<file path="config.mk">
export PLATFORM = sky130hd
export DESIGN_NAME = card_number_luhn_classify
export DESIGN_NICKNAME = d
export VERILOG_FILES = /design/src/design/cnlc_pkg.sv /design/src/design/cnlc_bin2bcd.sv /design/src/design/cnlc_digit_scan.sv /design/src/design/card_number_luhn_classify.sv
export SDC_FILE = /design/constraint.sdc
export NUM_CORES = 1
export LEC_CHECK = 0
export BUFFER_PORTS_ARGS = -buffer_cell sky130_fd_sc_hd__buf_2
export CELL_PAD_IN_SITES_DETAIL_PLACEMENT = 1
export CELL_PAD_IN_SITES_GLOBAL_PLACEMENT = 2
export CORE_AREA = 2 2 224 226
export DETAILED_ROUTE_END_ITERATION = 6
export DIE_AREA = 0 0 226 228
export PLACE_DENSITY_LB_ADDON = 0.1
export SYNTH_ARGS = -nofsm -noshare
export SYNTH_HDL_FRONTEND = slang
export SYNTH_SLANG_ARGS = --single-unit
</file>
<file path="constraint.sdc">
create_clock -name clk_i -period 4.2 [get_ports clk_i]
set_clock_uncertainty 0.05 [all_clocks]
set_input_delay 0.42 -clock clk_i [delete_from_list [all_inputs] [get_ports clk_i]]
set_output_delay 0.42 -clock clk_i [all_outputs]
set_load 0.02 [all_outputs]
</file>
<file path="src/design/cnlc_pkg.sv">
package cnlc_pkg;

  localparam int unsigned NumW   = 63;
  localparam int unsigned DigitN = 19;
  localparam int unsigned BcdW   = 4 * DigitN;
  localparam int unsigned CntW   = $clog2(NumW);
  localparam int unsigned PosW   = $clog2(DigitN + 1);

  typedef enum logic [1:0] {
    KindInvalid = 2'd0,
    KindAmex    = 2'd1,
    KindMaster  = 2'd2,
    KindVisa    = 2'd3
  } card_kind_e;

  typedef struct packed {
    card_kind_e      kind;
    logic            ok;
    logic [PosW-1:0] total;
  } cnlc_result_t;

endpackage

</file>
<file path="src/design/cnlc_bin2bcd.sv">
module cnlc_bin2bcd
  import cnlc_pkg::*;
(
  input  logic            clk_i,
  input  logic            rst_ni,
  input  logic            in_valid_i,
  output logic            in_ready_o,
  input  logic [NumW-1:0] bin_i,
  output logic            out_valid_o,
  input  logic            out_ready_i,
  output logic [BcdW-1:0] bcd_o
);

  typedef enum logic [2:0] {
    StIdle  = 3'b001,
    StShift = 3'b010,
    StDone  = 3'b100
  } state_e;

  state_e          state_q, state_d;
  logic [CntW-1:0] cnt_q, cnt_d;
  logic [NumW-1:0] bin_q, bin_d;
  logic [BcdW-1:0] bcd_q, bcd_d;
  logic [BcdW-1:0] adj;

  function automatic logic digits_ok(logic [BcdW-1:0] v);
    logic r;
    r = 1'b1;
    for (int i = 0; i < DigitN; i++) begin
      if (v[4*i +: 4] > 4'd9) begin
        r = 1'b0;
      end
    end
    return r;
  endfunction

  // Every digit of five or more gets three added before the shift.
  always_comb begin
    for (int i = 0; i < DigitN; i++) begin
      adj[4*i +: 4] = (bcd_q[4*i +: 4] >= 4'd5) ? bcd_q[4*i +: 4] + 4'd3 : bcd_q[4*i +: 4];
    end
  end

  always_comb begin
    state_d = state_q;
    cnt_d   = cnt_q;
    bin_d   = bin_q;
    bcd_d   = bcd_q;
    unique case (state_q)
      StIdle: begin
        if (in_valid_i) begin
          bin_d   = bin_i;
          bcd_d   = '0;
          cnt_d   = CntW'(NumW - 1);
          state_d = StShift;
        end
      end
      StShift: begin
        bcd_d = {adj[BcdW-2:0], bin_q[NumW-1]};
        bin_d = {bin_q[NumW-2:0], 1'b0};
        if (cnt_q == '0) begin
          state_d = StDone;
        end else begin
          cnt_d = cnt_q - 1'b1;
        end
      end
      StDone: begin
        if (out_ready_i) begin
          state_d = StIdle;
        end
      end
      default: begin
        state_d = StIdle;
      end
    endcase
  end

  always_ff @(posedge clk_i or negedge rst_ni) begin
    if (!rst_ni) begin
      state_q <= StIdle;
      cnt_q   <= '0;
    end else begin
      state_q <= state_d;
      cnt_q   <= cnt_d;
    end
  end

  always_ff @(posedge clk_i) begin
    bin_q <= bin_d;
    bcd_q <= bcd_d;
  end

  assign in_ready_o  = (state_q == StIdle);
  assign out_valid_o = (state_q == StDone);
  assign bcd_o       = bcd_q;

`ifndef ASSERT_OFF
  a_bcd_digits: assert property (@(posedge clk_i) disable iff (!rst_ni)
    (state_q == StDone) |-> digits_ok(bcd_q))
    else $error("converted digit out of decimal range");

  a_shift_end: assert property (@(posedge clk_i) disable iff (!rst_ni)
    (state_q == StShift && cnt_q == '0) |=> (state_q == StDone))
    else $error("conversion did not finish after the last shift");

  a_out_hold: assert property (@(posedge clk_i) disable iff (!rst_ni)
    (out_valid_o && !out_ready_i) |=> (out_valid_o && $stable(bcd_o)))
    else $error("converted request changed while waiting");
`endif

endmodule

</file>
<file path="src/design/cnlc_digit_scan.sv">
module cnlc_digit_scan
  import cnlc_pkg::*;
(
  input  logic            clk_i,
  input  logic            rst_ni,
  input  logic            in_valid_i,
  output logic            in_ready_o,
  input  logic [BcdW-1:0] bcd_i,
  output logic            out_valid_o,
  input  logic            out_ready_i,
  output cnlc_result_t    res_o
);

  typedef enum logic [2:0] {
    StIdle = 3'b001,
    StScan = 3'b010,
    StDone = 3'b100
  } state_e;

  localparam logic [PosW-1:0] LenShort = PosW'(13);
  localparam logic [PosW-1:0] LenAmex  = PosW'(15);
  localparam logic [PosW-1:0] LenLong  = PosW'(16);
  localparam logic [PosW-1:0] LastPos  = PosW'(DigitN - 1);

  state_e          state_q, state_d;
  logic [PosW-1:0] pos_q, pos_d;
  logic [BcdW-1:0] dig_q, dig_d;
  logic [3:0]      sum_q, sum_d;
  logic [PosW-1:0] total_q, total_d;
  logic [3:0]      lead_q, lead_d;
  logic [3:0]      next_q, next_d;
  logic [3:0]      prev_q, prev_d;
  logic [3:0]      cur, cur2, val;
  logic [4:0]      sum_add;
  card_kind_e      kind;

  assign cur     = dig_q[3:0];
  assign cur2    = {cur[2:0], 1'b0};
  assign val     = pos_q[0] ? ((cur >= 4'd5) ? cur2 - 4'd9 : cur2) : cur;
  assign sum_add = {1'b0, sum_q} + {1'b0, val};

  always_comb begin
    state_d = state_q;
    pos_d   = pos_q;
    dig_d   = dig_q;
    sum_d   = sum_q;
    total_d = total_q;
    lead_d  = lead_q;
    next_d  = next_q;
    prev_d  = prev_q;
    unique case (state_q)
      StIdle: begin
        if (in_valid_i) begin
          dig_d   = bcd_i;
          pos_d   = '0;
          sum_d   = '0;
          total_d = PosW'(1);
          lead_d  = '0;
          next_d  = '0;
          prev_d  = '0;
          state_d = StScan;
        end
      end
      StScan: begin
        dig_d  = {4'd0, dig_q[BcdW-1:4]};
        prev_d = cur;
        sum_d  = (sum_add >= 5'd10) ? 4'(sum_add - 5'd10) : sum_add[3:0];
        if (cur != 4'd0) begin
          total_d = pos_q + 1'b1;
          lead_d  = cur;
          next_d  = prev_q;
        end
        if (pos_q == LastPos) begin
          state_d = StDone;
        end else begin
          pos_d = pos_q + 1'b1;
        end
      end
      StDone: begin
        if (out_ready_i) begin
          state_d = StIdle;
        end
      end
      default: begin
        state_d = StIdle;
      end
    endcase
  end

  always_ff @(posedge clk_i or negedge rst_ni) begin
    if (!rst_ni) begin
      state_q <= StIdle;
      pos_q   <= '0;
    end else begin
      state_q <= state_d;
      pos_q   <= pos_d;
    end
  end

  always_ff @(posedge clk_i) begin
    dig_q   <= dig_d;
    sum_q   <= sum_d;
    total_q <= total_d;
    lead_q  <= lead_d;
    next_q  <= next_d;
    prev_q  <= prev_d;
  end

  always_comb begin
    kind = KindInvalid;
    priority if (sum_q != 4'd0) begin
      kind = KindInvalid;
    end else if (total_q == LenAmex) begin
      if (lead_q == 4'd3 && (next_q == 4'd4 || next_q == 4'd7)) begin
        kind = KindAmex;
      end
    end else if (total_q == LenLong) begin
      if (lead_q == 4'd5 && next_q >= 4'd1 && next_q <= 4'd5) begin
        kind = KindMaster;
      end else if (lead_q == 4'd4) begin
        kind = KindVisa;
      end
    end else if (total_q == LenShort) begin
      if (lead_q == 4'd4) begin
        kind = KindVisa;
      end
    end else begin
      kind = KindInvalid;
    end
  end

  assign in_ready_o  = (state_q == StIdle);
  assign out_valid_o = (state_q == StDone);
  assign res_o.kind  = kind;
  assign res_o.ok    = (sum_q == 4'd0);
  assign res_o.total = total_q;

`ifndef ASSERT_OFF
  a_total_range: assert property (@(posedge clk_i) disable iff (!rst_ni)
    out_valid_o |-> (res_o.total >= PosW'(1) && res_o.total <= PosW'(DigitN)))
    else $error("digit count out of range");

  a_kind_needs_ok: assert property (@(posedge clk_i) disable iff (!rst_ni)
    (out_valid_o && res_o.kind != KindInvalid) |-> res_o.ok)
    else $error("card kind reported with failing checksum");

  a_scan_end: assert property (@(posedge clk_i) disable iff (!rst_ni)
    (state_q == StScan && pos_q == LastPos) |=> out_valid_o)
    else $error("scan did not finish after the top digit");
`endif

endmodule

</file>
<file path="src/design/card_number_luhn_classify.sv">
// Channel  Signals                                      Direction
// in       in_valid_i, in_ready_o, card_number_i        request in
// out      out_valid_o, out_ready_i, card_kind_o,       request out
//          checksum_ok_o, digit_total_o
//
// A request passes a bit-serial binary to decimal converter and then a digit scanner
// that handles one decimal digit per cycle; the converter can take the next request
// while the scanner still works on the last one.
// A stalled output holds the scanner, and then the converter, without loss.
// Reset returns both stages to idle; no memory needs clearing.
module card_number_luhn_classify
  import cnlc_pkg::*;
(
  input  logic            clk_i,
  input  logic            rst_ni,
  input  logic            in_valid_i,
  output logic            in_ready_o,
  input  logic [NumW-1:0] card_number_i,
  output logic            out_valid_o,
  input  logic            out_ready_i,
  output logic [1:0]      card_kind_o,
  output logic            checksum_ok_o,
  output logic [4:0]      digit_total_o
);

  logic            bcd_valid;
  logic            bcd_ready;
  logic [BcdW-1:0] bcd;
  cnlc_result_t    res;

  cnlc_bin2bcd u_bin2bcd (
    .clk_i       (clk_i),
    .rst_ni      (rst_ni),
    .in_valid_i  (in_valid_i),
    .in_ready_o  (in_ready_o),
    .bin_i       (card_number_i),
    .out_valid_o (bcd_valid),
    .out_ready_i (bcd_ready),
    .bcd_o       (bcd)
  );

  cnlc_digit_scan u_digit_scan (
    .clk_i       (clk_i),
    .rst_ni      (rst_ni),
    .in_valid_i  (bcd_valid),
    .in_ready_o  (bcd_ready),
    .bcd_i       (bcd),
    .out_valid_o (out_valid_o),
    .out_ready_i (out_ready_i),
    .res_o       (res)
  );

  assign card_kind_o   = res.kind;
  assign checksum_ok_o = res.ok;
  assign digit_total_o = res.total;

endmodule
</file>
== Word level (Yosys, flattened, before mapping) ==
Cells that the tools add are included.
Cells by class
  add/subtract/negate cells: 24
  $lt $le $gt $ge: 23
  eq/ne operators: 24
  multiplexer cells: 59
  reductions and logical operators: 17
Operators with widths (count)
  case mux 76 bit (2 select lines): 2
  2-to-1 mux 76 bit: 2
  case mux 63 bit (2 select lines): 1
  2-to-1 mux 4 bit: 24
  greater-or-equal comparator 4 x 3 -> 1 bit (second input constant): 20
  adder 4 x 2 -> 4 bit (second input constant): 18
  2-to-1 mux 63 bit: 1
  case mux 4 bit (2 select lines): 4
  2-to-1 mux 3 bit: 7
  2-to-1 mux 5 bit: 4
  case mux 5 bit (2 select lines): 2
  case mux 3 bit (3 select lines): 2
  == test 4 x 3 -> 1 bit (second input constant): 4
  AND reduction 3 bit: 5
  2-to-1 mux 2 bit: 6
  2-to-1 mux 6 bit: 2
  case mux 6 bit (2 select lines): 1
  == test 5 x 4 -> 1 bit (second input constant): 2
  == test 5 bit (second input constant): 2
  inequality test 2 x 1 -> 1 bit (second input constant): 5
  inequality test 2 bit (second input constant): 4
  nonzero test 4 bit: 2
  subtractor 4 bit (second input constant): 2
  == test 3 x 1 -> 1 bit (second input constant): 2
  17 further kinds: 23
Word-level totals
  flip-flop bits (word level): 253
  bits of input ports: 67
  output and inout bits: 10
  logic and storage cells: 159

== Depth between registers and ports, before layout ==
Gate-level depths: netlist (run 1).
  word-level depth: 7
  mapped depth: 15
  mapped depth without buffers: 15

== Hierarchy ==
Synthesis (run 1) repeated with hierarchy kept, for this count alone.
Unflattened totals
  cell total of the unflattened synthesis: 1203
  area total of the unflattened synthesis: 12421.9 um^2
Modules (own cells, without submodules)
  cnlc_bin2bcd: instances 1, cells each 732, area an instance 7564.8 um^2, sequential area each 4400.5 um^2
  cnlc_digit_scan: instances 1, cells each 471, area an instance 4857.2 um^2, sequential area each 3114.2 um^2

== Worst setup path before layout (run 1) ==
OpenSTA, ideal clock, no wires.
  path kind: register to register
  from: register u_bin2bcd.state_q[0]
  to: register u_bin2bcd.bcd_q[0], in the netlist u_bin2bcd.bcd_o[0], enable pin
  setup time: 0.504 ns
  arrival: 4.207 ns
  data required time: 3.646 ns
  path slack: -0.561 ns
  stages on the path, launching flop included: 5
  buffers on the path: 1
  period minus slack after synthesis: 4.761 ns
  path through: dfstp_2 -> nor3b_2 -> nand2_1 -> buf_2 -> nand2_1
On the way
  word-level cells in the longest chain between the ends: 3
  elaborated cells on any way between the ends: 5
  those cells by class: 3 x eq/ne; 2 x reduce/logical
RTL lines
  from (decl): line cnlc_bin2bcd.sv:20  | state_e state_q, state_d;
  from (signal assigned): line cnlc_bin2bcd.sv:80  | state_q <= StIdle;
  from (signal assigned): line cnlc_bin2bcd.sv:83  | state_q <= state_d;
  == test 3 x 1 -> 1 bit (*)
  net in_ready_o: line card_number_luhn_classify.sv:17  | output logic in_ready_o,
  inequality test 2 bit (no line) / nonzero test 2 bit (equally long branches)
  AND reduction 2 bit (no line) (*)
  to (signal assigned): line cnlc_bin2bcd.sv:90  | bcd_q <= bcd_d;
  to (decl): line cnlc_bin2bcd.sv:23  | logic [BcdW-1:0] bcd_q, bcd_d;
The timed path passes the listed nets; every way through them passes the cells marked *.
A chain may end at the register's enable or synchronous reset.

== Worst setup path after layout (run 1) ==
  from: register u_digit_scan.dig_q[0]
  to: register u_digit_scan.sum_q[2] (data pin)
On the way
  word-level cells in the longest chain between the ends: 7
  elaborated cells on any way between the ends: 9
  those cells by class: 3 x add/sub; 2 x order compare; 4 x mux
RTL lines
  from (decl): line cnlc_digit_scan.sv:27  | logic [BcdW-1:0] dig_q, dig_d;
  from (signal assigned): line cnlc_digit_scan.sv:101  | dig_q <= dig_d;
  subtractor 4 bit / greater-or-equal comparator 4 x 3 -> 1 bit (equally long branches): line cnlc_digit_scan.sv:39  | assign val = pos_q[0] ? ((cur >= 4'd5) ? cur2 - 4'd9 : cur2) : cur;
  2-to-1 mux 4 bit: line cnlc_digit_scan.sv:39
  2-to-1 mux 4 bit (*): line cnlc_digit_scan.sv:39
  adder 4 x 4 -> 5 bit (*): line cnlc_digit_scan.sv:40  | assign sum_add = {1'b0, sum_q} + {1'b0, val};
  subtractor 4 bit / greater-or-equal comparator 5 x 4 -> 1 bit (equally long branches): line cnlc_digit_scan.sv:67  | sum_d = (sum_add >= 5'd10) ? 4'(sum_add - 5'd10) : sum_add[3:0];
  2-to-1 mux 4 bit (*): line cnlc_digit_scan.sv:67
  case mux 4 bit (2 select lines) (*): line cnlc_digit_scan.sv:51  | unique case (state_q)
  to (signal assigned): line cnlc_digit_scan.sv:102  | sum_q <= sum_d;
  to (decl): line cnlc_digit_scan.sv:28  | logic [3:0] sum_q, sum_d;
Mark *: on every way between the ends. The rest lies on a longest branch, timed or not.

==> flow_metrics.env, run 1 <==
export IMPL_status="completed"
export IMPL_crit_fanout=6
export IMPL_totalPowerFinal_uw=5516
export IMPL_cp_num_buf_inv=2
export IMPL_clkTransAtPathRegs_ps=60
export IMPL_dr_total_vias=8125
export IMPL_cp_data_arrival_time_ps=4000
export IMPL_min_from="card_number_i[60]"
export IMPL_hold_violations=0
export IMPL_nNetsFinal=1360
export IMPL_wl_met3_um=863
export IMPL_cts_resized=0
export IMPL_ant_nets=0
export IMPL_power_density_nw_per_um2=382.7
export IMPL_layout_setup_ws_ps=421.3
export IMPL_placed_area_um2=13380
export IMPL_place_ws_ps=450.9
export IMPL_cp_startpoint="u_digit_scan.dig_q[0]$_DFFE_PP_"
export IMPL_endpoint="u_digit_scan.sum_q[2]$_SDFFCE_PN0P_"
export IMPL_r2r_cells=15
export IMPL_cts_max_path_buffers=3
export IMPL_wl_met2_um=13040
export IMPL_drv_slew=0
export IMPL_fp_dieW_um=226
export IMPL_worstPathRequired_ps=4420
export IMPL_drc_errors=0
export IMPL_ys_seq_area_share_pct=61.77
export IMPL_drive_above_1_share_pct=12.20
export IMPL_ir_worst_vdd_mv=0.1865
export IMPL_wire_per_inst_um=14.30
export IMPL_worstPathCellList="inv_1 > ha_1 > nand2b_1 > a21oi_1 > xnor2_1 > nand2_1 > a21boi_0 > fa_1 > xnor2_1 > inv_1 > ha_1 > o31ai_1 > a221o_1 > nor2_1 > mux2_2"
export IMPL_ys_warn_count=0
export IMPL_start_util_pct=24.65
export IMPL_critPathCaptureType="register"
export IMPL_cp_start_kind="register"
export IMPL_grt_use_total_pct=11.18
export IMPL_place_inst=1877
export IMPL_p_leak_uw=0.005837
export IMPL_critical_path_depth=15
export IMPL_clock_latency_ps=530
export IMPL_clkSinkCount=253
export IMPL_pin_count=77
export IMPL_cts_htree_levels=2
export IMPL_wl_met1_um=13030
export IMPL_final_cell_mix="383 x nand2_1, 236 x edfxtp_1, 98 x nor2_1"
export IMPL_drt_pre_antenna_iters=4
export IMPL_async_flop_share_pct=6.719
export IMPL_grt_pass1_wl_um=45860
export IMPL_syn_area_per_cell_um2=10.49
export IMPL_holdPathStages=3
export IMPL_fin_area_um2=14410
export IMPL_numCtsBuffers=34
export IMPL_routed_wl_um=27660
export IMPL_ys_ff_latch=253
export IMPL_cp_slowest_cell="fa_1"
export IMPL_fin_crit_ps=3779
export IMPL_coreArea_um2=49350
export IMPL_via_per_inst=4.201
export IMPL_period_share_pct=89.97
export IMPL_highest_layer="met4"
export IMPL_critPathTopFamily="compound AO/OA/AOI/OAI gates"
export IMPL_synth_edf_count=236
export IMPL_worstMarginPinSlew_ps=726.5
export IMPL_cts_tree="built"
export IMPL_syn_inst=1160
export IMPL_antenna_found_initial=0
export IMPL_rr_endpoint="u_digit_scan.sum_q[2]$_SDFFCE_PN0P_"
export IMPL_max_cap_violations=0
export IMPL_rsz0062_at_grt="no"
export IMPL_grt_pass1_vias=8734
export IMPL_drtIter0Drc=324
export IMPL_synthesis_nets=1278
export IMPL_grt_overflow=0
export IMPL_fp_row_count=82
export IMPL_ys_flop_type="edfxtp_1"
export IMPL_hpwl_um=17240
export IMPL_setup_tns_ps=0
export IMPL_postCtsHoldBufs=1
export IMPL_postCtsSetupRepairBufs=0
export IMPL_reg2reg_slack_ps=420
export IMPL_cts_root_buf="clkbuf_16"
export IMPL_r2r_start="u_digit_scan.dig_q[0]$_DFFE_PP_"
export IMPL_relSlewSlack_pct=51.56
export IMPL_port_buffers=76
export IMPL_setup_viol=0
export IMPL_antenna_cells=0
export IMPL_fp_dieArea_um2=51530
export IMPL_syn_to_final_growth_pct=18.47
export IMPL_syn_area_um2=12170
export IMPL_die_h_um=228
export IMPL_max_stage_delay_ps=460
export IMPL_crit_type="reg2reg"
export IMPL_final_common_cell="nand2_1"
export IMPL_grt_max_degree=92
export IMPL_max_freq_ghz=0.2646
export IMPL_hp_class="in2reg"
export IMPL_routabilityCongestion=0.7190
export IMPL_ys_types=48
export IMPL_final_cells=1934
-- layout make-up --
type / count / area, um^2
Clock buffer: 49 / 938.4
Tap cell: 672 / 840.8
Fill cell: 5574 / 34940
Multi-Input combinational cell: 813 / 4328
Sequential cell: 253 / 7515
Inverter: 52 / 195.2
Timing Repair Buffer: 88 / 510.5
Clock inverter: 7 / 85.08
-- synthesized netlist by cell type, drive strengths merged, types with 2 or more instances --
| cell type | instances | share of area, % |
|---|---|---|
| nand2 | 384 | 12 |
| ha | 50 | 5.1 |
| a31oi | 3 | 0.15 |
| a21oi | 67 | 2.8 |
| nand3 | 4 | 0.16 |
| and2 | 10 | 0.51 |
| inv | 52 | 1.6 |
| or4b | 2 | 0.16 |
| or4 | 2 | 0.12 |
| a2111oi | 4 | 0.49 |
| a31o | 2 | 0.14 |
| clkbuf | 38 | 1.2 |
| xor2 | 21 | 1.5 |
| or3 | 5 | 0.31 |
| dfrtp | 15 | 3.1 |
| a21o | 3 | 0.19 |
| o21ai | 61 | 2.5 |
| nor2 | 99 | 3.1 |
| nor2b | 2 | 0.10 |
| nand2b | 23 | 1.2 |
| edfxtp | 236 | 58 |
| a21boi | 3 | 0.28 |
| nor3b | 3 | 0.27 |
| mux2 | 5 | 0.56 |
| dfstp | 2 | 0.43 |
| buf | 4 | 0.15 |
| a211oi | 2 | 0.12 |
| nor3 | 22 | 0.91 |
| xnor2 | 26 | 1.9 |
-- worst register-to-register path, delay by kind of cell (launching register included) --
kind / cells / cell delay [ps]
compound gates: 4 / 940
xor+xnor: 2 / 350
fa+ha+maj: 3 / 910
buf+inv: 2 / 230
flops: 1 / 450
mux: 1 / 340
simple gates: 3 / 260
-- power breakdown --
| group | leakage (uW) | internal (uW) | switching, uW | total [uW] |
|---|---|---|---|---|
| combinational | 0.00272 | 22.8 | 14.1 | 36.9 |
| clock | 0.000495 | 1660 | 1100 | 2760 |
| sequential | 0.00262 | 2720 | 0.158 | 2720 |
| total | 0.00584 | 4400 | 1110 | 5520 |
-- per-layer routing --
| layer | up-vias | GRT usage (%) |
|---|---|---|
| met5 | - | 0 |
| met2 | 73 | 18.36 |
| met3 | 46 | 2.087 |
| met1 | 3935 | 14.48 |
| li1 | 4071 | - |
| met4 | 0 | 4.408 |
-- kinds of logic (layout without fill, tap and decap cells) --
kind of cell / after synthesis / in the layout / share of synthesized area [%]
mux: 5 / 5 / 0.5553
simple gates: 561 / 561 / 19.01
fa+ha+maj: 51 / 51 / 5.307
flops: 253 / 253 / 61.77
xor+xnor: 47 / 47 / 3.384
buf+inv: 94 / 196 / 2.931
compound gates: 149 / 149 / 7.045
-- per-stage QoR --
step	util, %	hold WS (ps)
final	29.20	102.1
after detailed placement	27.11	336.4
after CTS	29.20	63.38
after floorplan	-	74.41
after global routing	29.20	92.46
after global placement	27.11	339.8
-- flip-flops by register name (all words and copies together) (netlist names) --
register              flops
u_digit_scan.state_q      3
u_digit_scan.prev_q       4
u_digit_scan.lead_q       4
u_bin2bcd.bcd_o          76
u_digit_scan.sum_q        4
u_bin2bcd.state_q         3
u_digit_scan.dig_q       76
u_digit_scan.next_q       4
u_bin2bcd.cnt_q           6
u_digit_scan.total_q      5
u_bin2bcd.bin_q          63
u_digit_scan.pos_q        5
-- how the worst min path moves through the flow --
stage / to / slack [ps]
after detailed placement: u_bin2bcd.state_q[1]$_DFFE_PN0P_ / 340
after floorplan: u_bin2bcd.cnt_q[0]$_DFFE_PN0P_ / 70
after CTS: u_bin2bcd.bin_q[60]$_DFFE_PP_ / 60
after global placement: u_bin2bcd.state_q[1]$_DFFE_PN0P_ / 340
final: u_bin2bcd.bin_q[60]$_DFFE_PP_ / 100
after global routing: u_bin2bcd.bin_q[1]$_DFFE_PP_ / 90
No activity file was read; power rests on OpenSTA's default activity.
==> run 2, diff against run 1 <==
Settings changed: CORE_AREA 2 2 224 226 to 3 3 225 227, DIE_AREA 0 0 226 228 to 0 0 228 230.
==> run 2 against run 1 <==
  * Register-to-register slack improved by 20 ps
  * Die area is 1.8% higher
  * Critical path type unchanged
  * Core utilization rose by 0.19 points
  * Count of clock-buffer cells in the layout grew 2
  * Worst hold slack better by 4.0 ps
  * Sequential share of layout area grew 0.20 points
  * Sequential cell count stayed put
==> flow_metrics.env, run 2 (same netlist as run 1, synthesis figures left out) <==
export IMPL_hpwl_um=17050
export IMPL_power_density_nw_per_um2=376.1
export IMPL_setup_tns_ps=0
export IMPL_relSlewSlack_pct=39.84
export IMPL_multi_input_comb_area_um2=4328
export IMPL_drv_slew=0
export IMPL_layout_setup_ws_ps=436.9
export IMPL_start_util_pct=24.90
export IMPL_antenna_cells=0
export IMPL_dr_total_vias=8186
export IMPL_numCtsBuffers=34
export IMPL_final_common_cell="nand2_1"
export IMPL_p_leak_uw=0.005814
export IMPL_grt_pass1_vias=8766
export IMPL_cts_htree_levels=2
export IMPL_routabilityCongestion=0.6805
export IMPL_critPathCaptureType="register"
export IMPL_grt_max_degree=84
export IMPL_totalPowerFinal_uw=5400
export IMPL_worstPathCellList="inv_1 > ha_1 > nand2b_1 > a21oi_1 > xnor2_1 > nand2_1 > a21boi_0 > fa_1 > xnor2_1 > inv_1 > ha_1 > o31ai_1 > a221o_1 > nor2_1 > mux2_2"
export IMPL_die_h_um=230
export IMPL_fp_dieArea_um2=52440
export IMPL_crit_type="reg2reg"
export IMPL_cts_max_path_buffers=3
export IMPL_grtUsageMet3_pct=2.106
export IMPL_placed_area_um2=13370
export IMPL_grt_use_total_pct=10.89
export IMPL_drive_above_1_share_pct=12.03
export IMPL_status="completed"
export IMPL_cp_startpoint="u_digit_scan.dig_q[1]$_DFFE_PP_"
export IMPL_fin_util_pct=29.39
export IMPL_max_cap_violations=0
export IMPL_fin_crit_ps=3763
export IMPL_clkTransAtPathRegs_ps=60
export IMPL_wire_per_inst_um=14.74
export IMPL_nNetsFinal=1360
export IMPL_drc_errors=0
export IMPL_met2_usage_pct=18.43
export IMPL_setup_viol=0
export IMPL_grt_most_used_layer="met2"
export IMPL_final_cell_mix="383 x nand2_1, 236 x edfxtp_1, 98 x nor2_1"
export IMPL_hold_violations=0
export IMPL_worstPathRequired_ps=4430
export IMPL_crit_fanout=6
export IMPL_hp_class="in2reg"
export IMPL_pin_count=77
export IMPL_cts_tree="built"
export IMPL_period_share_pct=89.60
export IMPL_routed_wl_um=28430
export IMPL_cp_data_arrival_time_ps=3990
export IMPL_r2r_start="u_digit_scan.dig_q[1]$_DFFE_PP_"
export IMPL_place_ws_ps=421.3
export IMPL_clock_latency_ps=530
export IMPL_fp_dieW_um=228
export IMPL_ir_worst_vdd_mv=0.1974
export IMPL_syn_to_final_growth_pct=18.02
export IMPL_seqCellArea_um2=7515
export IMPL_fillerInstances=5562
export IMPL_fin_area_um2=14360
export IMPL_min_from="card_number_i[60]"
export IMPL_grt_overflow=0
export IMPL_antenna_found_initial=0
export IMPL_coreArea_um2=48850
export IMPL_cp_start_kind="register"
export IMPL_max_freq_ghz=0.2657
export IMPL_grt_pass1_wl_um=46720
export IMPL_ant_nets=0
export IMPL_fp_row_count=81
export IMPL_port_buffers=76
export IMPL_cts_root_buf="clkbuf_16"
export IMPL_drt_pre_antenna_iters=4
export IMPL_clkSinkCount=253
export IMPL_cp_slowest_cell="fa_1"
export IMPL_use_met1_pct=13.86
export IMPL_rsz0062_at_grt="no"
export IMPL_drtIter0Drc=331
export IMPL_worstMarginPinSlew_ps=900.3
export IMPL_via_per_inst=4.246
export IMPL_max_stage_delay_ps=450
-- run 2: area by class of cell --
type | instances | share of cell area [%]
sequential | 253 | 52.34
multi-input combinational | 813 | 30.14
clock buffer | 51 | 6.588
tap | 664 | 5.787
timing repair buffer | 88 | 3.556
inverter | 52 | 1.359
clock inverter | 7 | 0.2266
-- run 2: metrics by stage --
step / hold WS [ps] / std cells
final: 106.1 / 1928
after global routing: 92.71 / 1928
after CTS: 60.06 / 1928
after detailed placement: 333.1 / 1869
after global placement: 335.5 / 1869
after floorplan: 74.41 / 1160
-- run 2: worst max-delay path: cells and delay by family (launching register included) --
family          cells  cell delay (ps)
compound gates      4              930
fa+ha+maj           3              910
flops               1              420
xor+xnor            2              340
mux                 1              330
simple gates        3              260
buf+inv             2              250
-- run 2: final timing paths --
kind                            slack, ps  cells past startpoint                                  end
min in group asynchronous             310                      2  u_digit_scan.state_q[1]$_DFFE_PN0P_
worst min-delay path                  110                      3        u_bin2bcd.bin_q[60]$_DFFE_PP_
worst max register to register        440                     15  u_digit_scan.sum_q[2]$_SDFFCE_PN0P_
max in group asynchronous            3460                      2     u_bin2bcd.state_q[0]$_DFFE_PN1P_
worst max-delay path                  440                     15  u_digit_scan.sum_q[2]$_SDFFCE_PN0P_
worst min register to register        450                      2     u_digit_scan.dig_q[51]$_DFFE_PP_
-- run 2: repair_timing --
action	in CTS	in global routing
resized for setup	0	0
hold buffers	1	0
setup buffers	0	0
endpoints found under the hold margin	15	0
-- run 2: layer usage --
| metal | wire (um) | up-vias |
|---|---|---|
| met5 | 0 | - |
| li1 | - | 4082 |
| met1 | 13440 | 3984 |
| met4 | 691 | 0 |
| met2 | 13390 | 77 |
| met3 | 907 | 43 |
-- run 2: where the power goes --
group,leakage (uW),switching [uW],internal (uW)
logic,0.00272,14.9,22.9
clock network,0.000472,1100,1550
registers,0.00262,0.115,2720
total,0.00581,1110,4290
==> run 3, diff against run 2 <==
Settings changed: CORE_AREA 3 3 225 227 to 3 3 188 190, DIE_AREA 0 0 228 230 to 0 0 191 193.
==> run 3 against run 2 <==
  * Sequential cell count unchanged
  * Via count is 1.3% lower
  * Clock power about the same
  * Count of clock-buffer cells in the layout decreased by 15
  * Critical endpoint unchanged
  * Largest cell class unchanged
  * Largest power group unchanged
==> flow_metrics.env, run 3 (same netlist as run 1, synthesis figures left out) <==
export IMPL_rr_endpoint="u_digit_scan.sum_q[2]$_SDFFCE_PN0P_"
export IMPL_cts_tree="built"
export IMPL_cp_slowest_cell="edfxtp_1"
export IMPL_p_seq_share_pct=50.0
export IMPL_place_ws_ps=395.8
export IMPL_p_clk_share_pct=49.3
export IMPL_grt_use_total_pct=13.91
export IMPL_drc_errors=0
export IMPL_crit_fanout=6
export IMPL_cts_max_path_buffers=3
export IMPL_crit_type="reg2reg"
export IMPL_coreArea_um2=33620
export IMPL_port_buffers=76
export IMPL_status="completed"
export IMPL_setup_viol=0
export IMPL_layout_setup_ws_ps=402.5
export IMPL_nNetsFinal=1352
export IMPL_routed_wl_um=25370
export IMPL_fp_row_count=67
export IMPL_pin_count=77
export IMPL_worstPathRequired_ps=4440
export IMPL_hp_class="in2reg"
export IMPL_relSlewSlack_pct=53.36
export IMPL_cp_data_arrival_time_ps=4040
export IMPL_final_common_cell="nand2_1"
export IMPL_via_per_inst=4.741
export IMPL_internal_power_uw=4400
export IMPL_worstMarginPinSlew_ps=699.6
export IMPL_clock_latency_ps=550
export IMPL_reg2reg_slack_ps=400
export IMPL_power_density_nw_per_um2=385.7
export IMPL_start_util_pct=36.19
export IMPL_drive_above_1_share_pct=12.18
export IMPL_whs_ps=91.57
export IMPL_clkTransAtPathRegs_ps=60
export IMPL_totalPowerFinal_uw=5435
export IMPL_ir_worst_vdd_mv=0.2744
export IMPL_grt_overflow=0
export IMPL_grt_max_degree=121
export IMPL_hpwl_um=15520
export IMPL_worstPathCellList="inv_1 > ha_1 > nand2b_1 > a21oi_1 > xnor2_1 > nand2_1 > a21boi_0 > fa_1 > xnor2_1 > inv_1 > ha_1 > o31ai_1 > a221o_1 > nor2_1 > mux2_2"
export IMPL_antenna_found_initial=1
export IMPL_p_leak_uw=0.005820
export IMPL_holdPathStages=3
export IMPL_final_cell_mix="383 x nand2_1, 236 x edfxtp_1, 98 x nor2_1"
export IMPL_hold_violations=0
export IMPL_die_h_um=193
export IMPL_clkSinkCount=253
export IMPL_r2r_start="u_digit_scan.dig_q[0]$_DFFE_PP_"
export IMPL_fillerInstances=3732
export IMPL_cts_htree_levels=1
export IMPL_min_from="card_number_i[27]"
export IMPL_drtIter0Drc=425
export IMPL_max_freq_ghz=0.2633
export IMPL_cp_num_buf_inv=2
export IMPL_drt_pre_antenna_iters=4
export IMPL_max_cap_violations=0
export IMPL_p_sw_share_pct=19.04
export IMPL_drv_slew=0
export IMPL_r2r_cells=15
export IMPL_grt_pass1_vias=8378
export IMPL_fp_dieW_um=191
export IMPL_critPathTopFamily="compound AO/OA/AOI/OAI gates"
export IMPL_grt_pass1_wl_um=42360
export IMPL_routabilityCongestion=0.7125
export IMPL_antenna_cells=0
export IMPL_cp_start_kind="register"
export IMPL_numCtsBuffers=29
export IMPL_syn_to_final_growth_pct=15.82
export IMPL_rsz0062_at_grt="no"
export IMPL_hold_end="u_bin2bcd.bin_q[27]$_DFFE_PP_"
export IMPL_fin_area_um2=14090
export IMPL_ant_nets=0
export IMPL_fp_dieArea_um2=36860
export IMPL_share_comb_of_total_power_pct=0.7
export IMPL_period_share_pct=90.42
export IMPL_critPathCaptureType="register"
export IMPL_setup_tns_ps=0
export IMPL_dr_total_vias=8078
export IMPL_cts_root_buf="clkbuf_16"
export IMPL_max_stage_delay_ps=450
export IMPL_wire_per_inst_um=14.89
export IMPL_cts_resized=0
export IMPL_placed_area_um2=13080
export IMPL_switchingPower_uw=1035
export IMPL_fin_crit_ps=3798
-- run 3: changes by cell type in the layout (fill, tap and decap cells not counted) --
cell / delta
bufinv_16: +6
clkinv_1: +1
clkbuf_16: -6
buf_4: -3
clkbuf_1: -10
clkinv_2: +3
clkbuf_8: +1
-- run 3: cell type report --
| class | instances | area, um^2 | share of cell area [%] |
|---|---|---|---|
| Tap cell | 448 | 560.5 | 3.978 |
| Timing Repair Buffer | 85 | 488.0 | 3.463 |
| Multi-Input combinational cell | 813 | 4328 | 30.72 |
| Clock inverter | 17 | 231.5 | 1.643 |
| Inverter | 52 | 195.2 | 1.385 |
| Sequential cell | 253 | 7515 | 53.33 |
| Clock buffer | 36 | 772.0 | 5.479 |
-- run 3: how the worst max path moves through the flow --
stage                                         from                                  end  slack [ps]  cells past startpoint
6_report           u_digit_scan.dig_q[0]$_DFFE_PP_  u_digit_scan.sum_q[2]$_SDFFCE_PN0P_         400                     15
4_1_cts            u_digit_scan.dig_q[0]$_DFFE_PP_  u_digit_scan.sum_q[2]$_SDFFCE_PN0P_         390                     15
5_1_grt            u_digit_scan.dig_q[0]$_DFFE_PP_  u_digit_scan.sum_q[2]$_SDFFCE_PN0P_          50                     15
3_3_place_gp       u_digit_scan.dig_q[0]$_DFFE_PP_  u_digit_scan.sum_q[2]$_SDFFCE_PN0P_         570                     15
3_5_place_dp       u_digit_scan.dig_q[0]$_DFFE_PP_  u_digit_scan.sum_q[2]$_SDFFCE_PN0P_         400                     15
2_1_floorplan  u_digit_scan.state_q[0]$_DFFE_PN1P_     u_digit_scan.lead_q[0]$_DFFE_PP_         410                      5
-- run 3: timing repair --
action | in CTS | in global routing
endpoints found under the hold margin | 15 | 0
buffers inserted | 0 | 0
hold buffers | 1 | 0
-- run 3: metal layers --
metal  up-vias  routed length, um  track usage, %  share of wire, %
met5         -                 13               0             0.051
met4         2                451           3.387               1.8
met3        37                806           2.188               3.2
met2        82              11830           23.44                47
met1      3890              12270           18.99                48
li1       4067                  -               -                 -
-- run 3: tightest hold or removal path, stage by stage --
cell and delay, ps:
buf_2 70, nand2_1 40, nand2_1 50
-- run 3: per-stage QoR --
stage,cells,utilization (%)
after detailed placement,1650,38.90
after CTS,1704,41.91
after floorplan,1160,-
after global routing,1704,41.91
after global placement,1650,38.90
final,1704,41.91
-- run 3: power by group through the flow --
| stage | Clock [uW] | Combinational [uW] | Sequential [uW] |
|---|---|---|---|
| 2_1_floorplan | 0 | 1.39 | 2770 |
| 6_report | 2680 | 38.1 | 2720 |
| 3_3_place_gp | 0 | 39.0 | 2770 |
| 5_1_grt | 2880 | 43.4 | 2710 |
| 3_5_place_dp | 0 | 38.4 | 2770 |
| 4_1_cts | 2780 | 39.3 | 2710 |
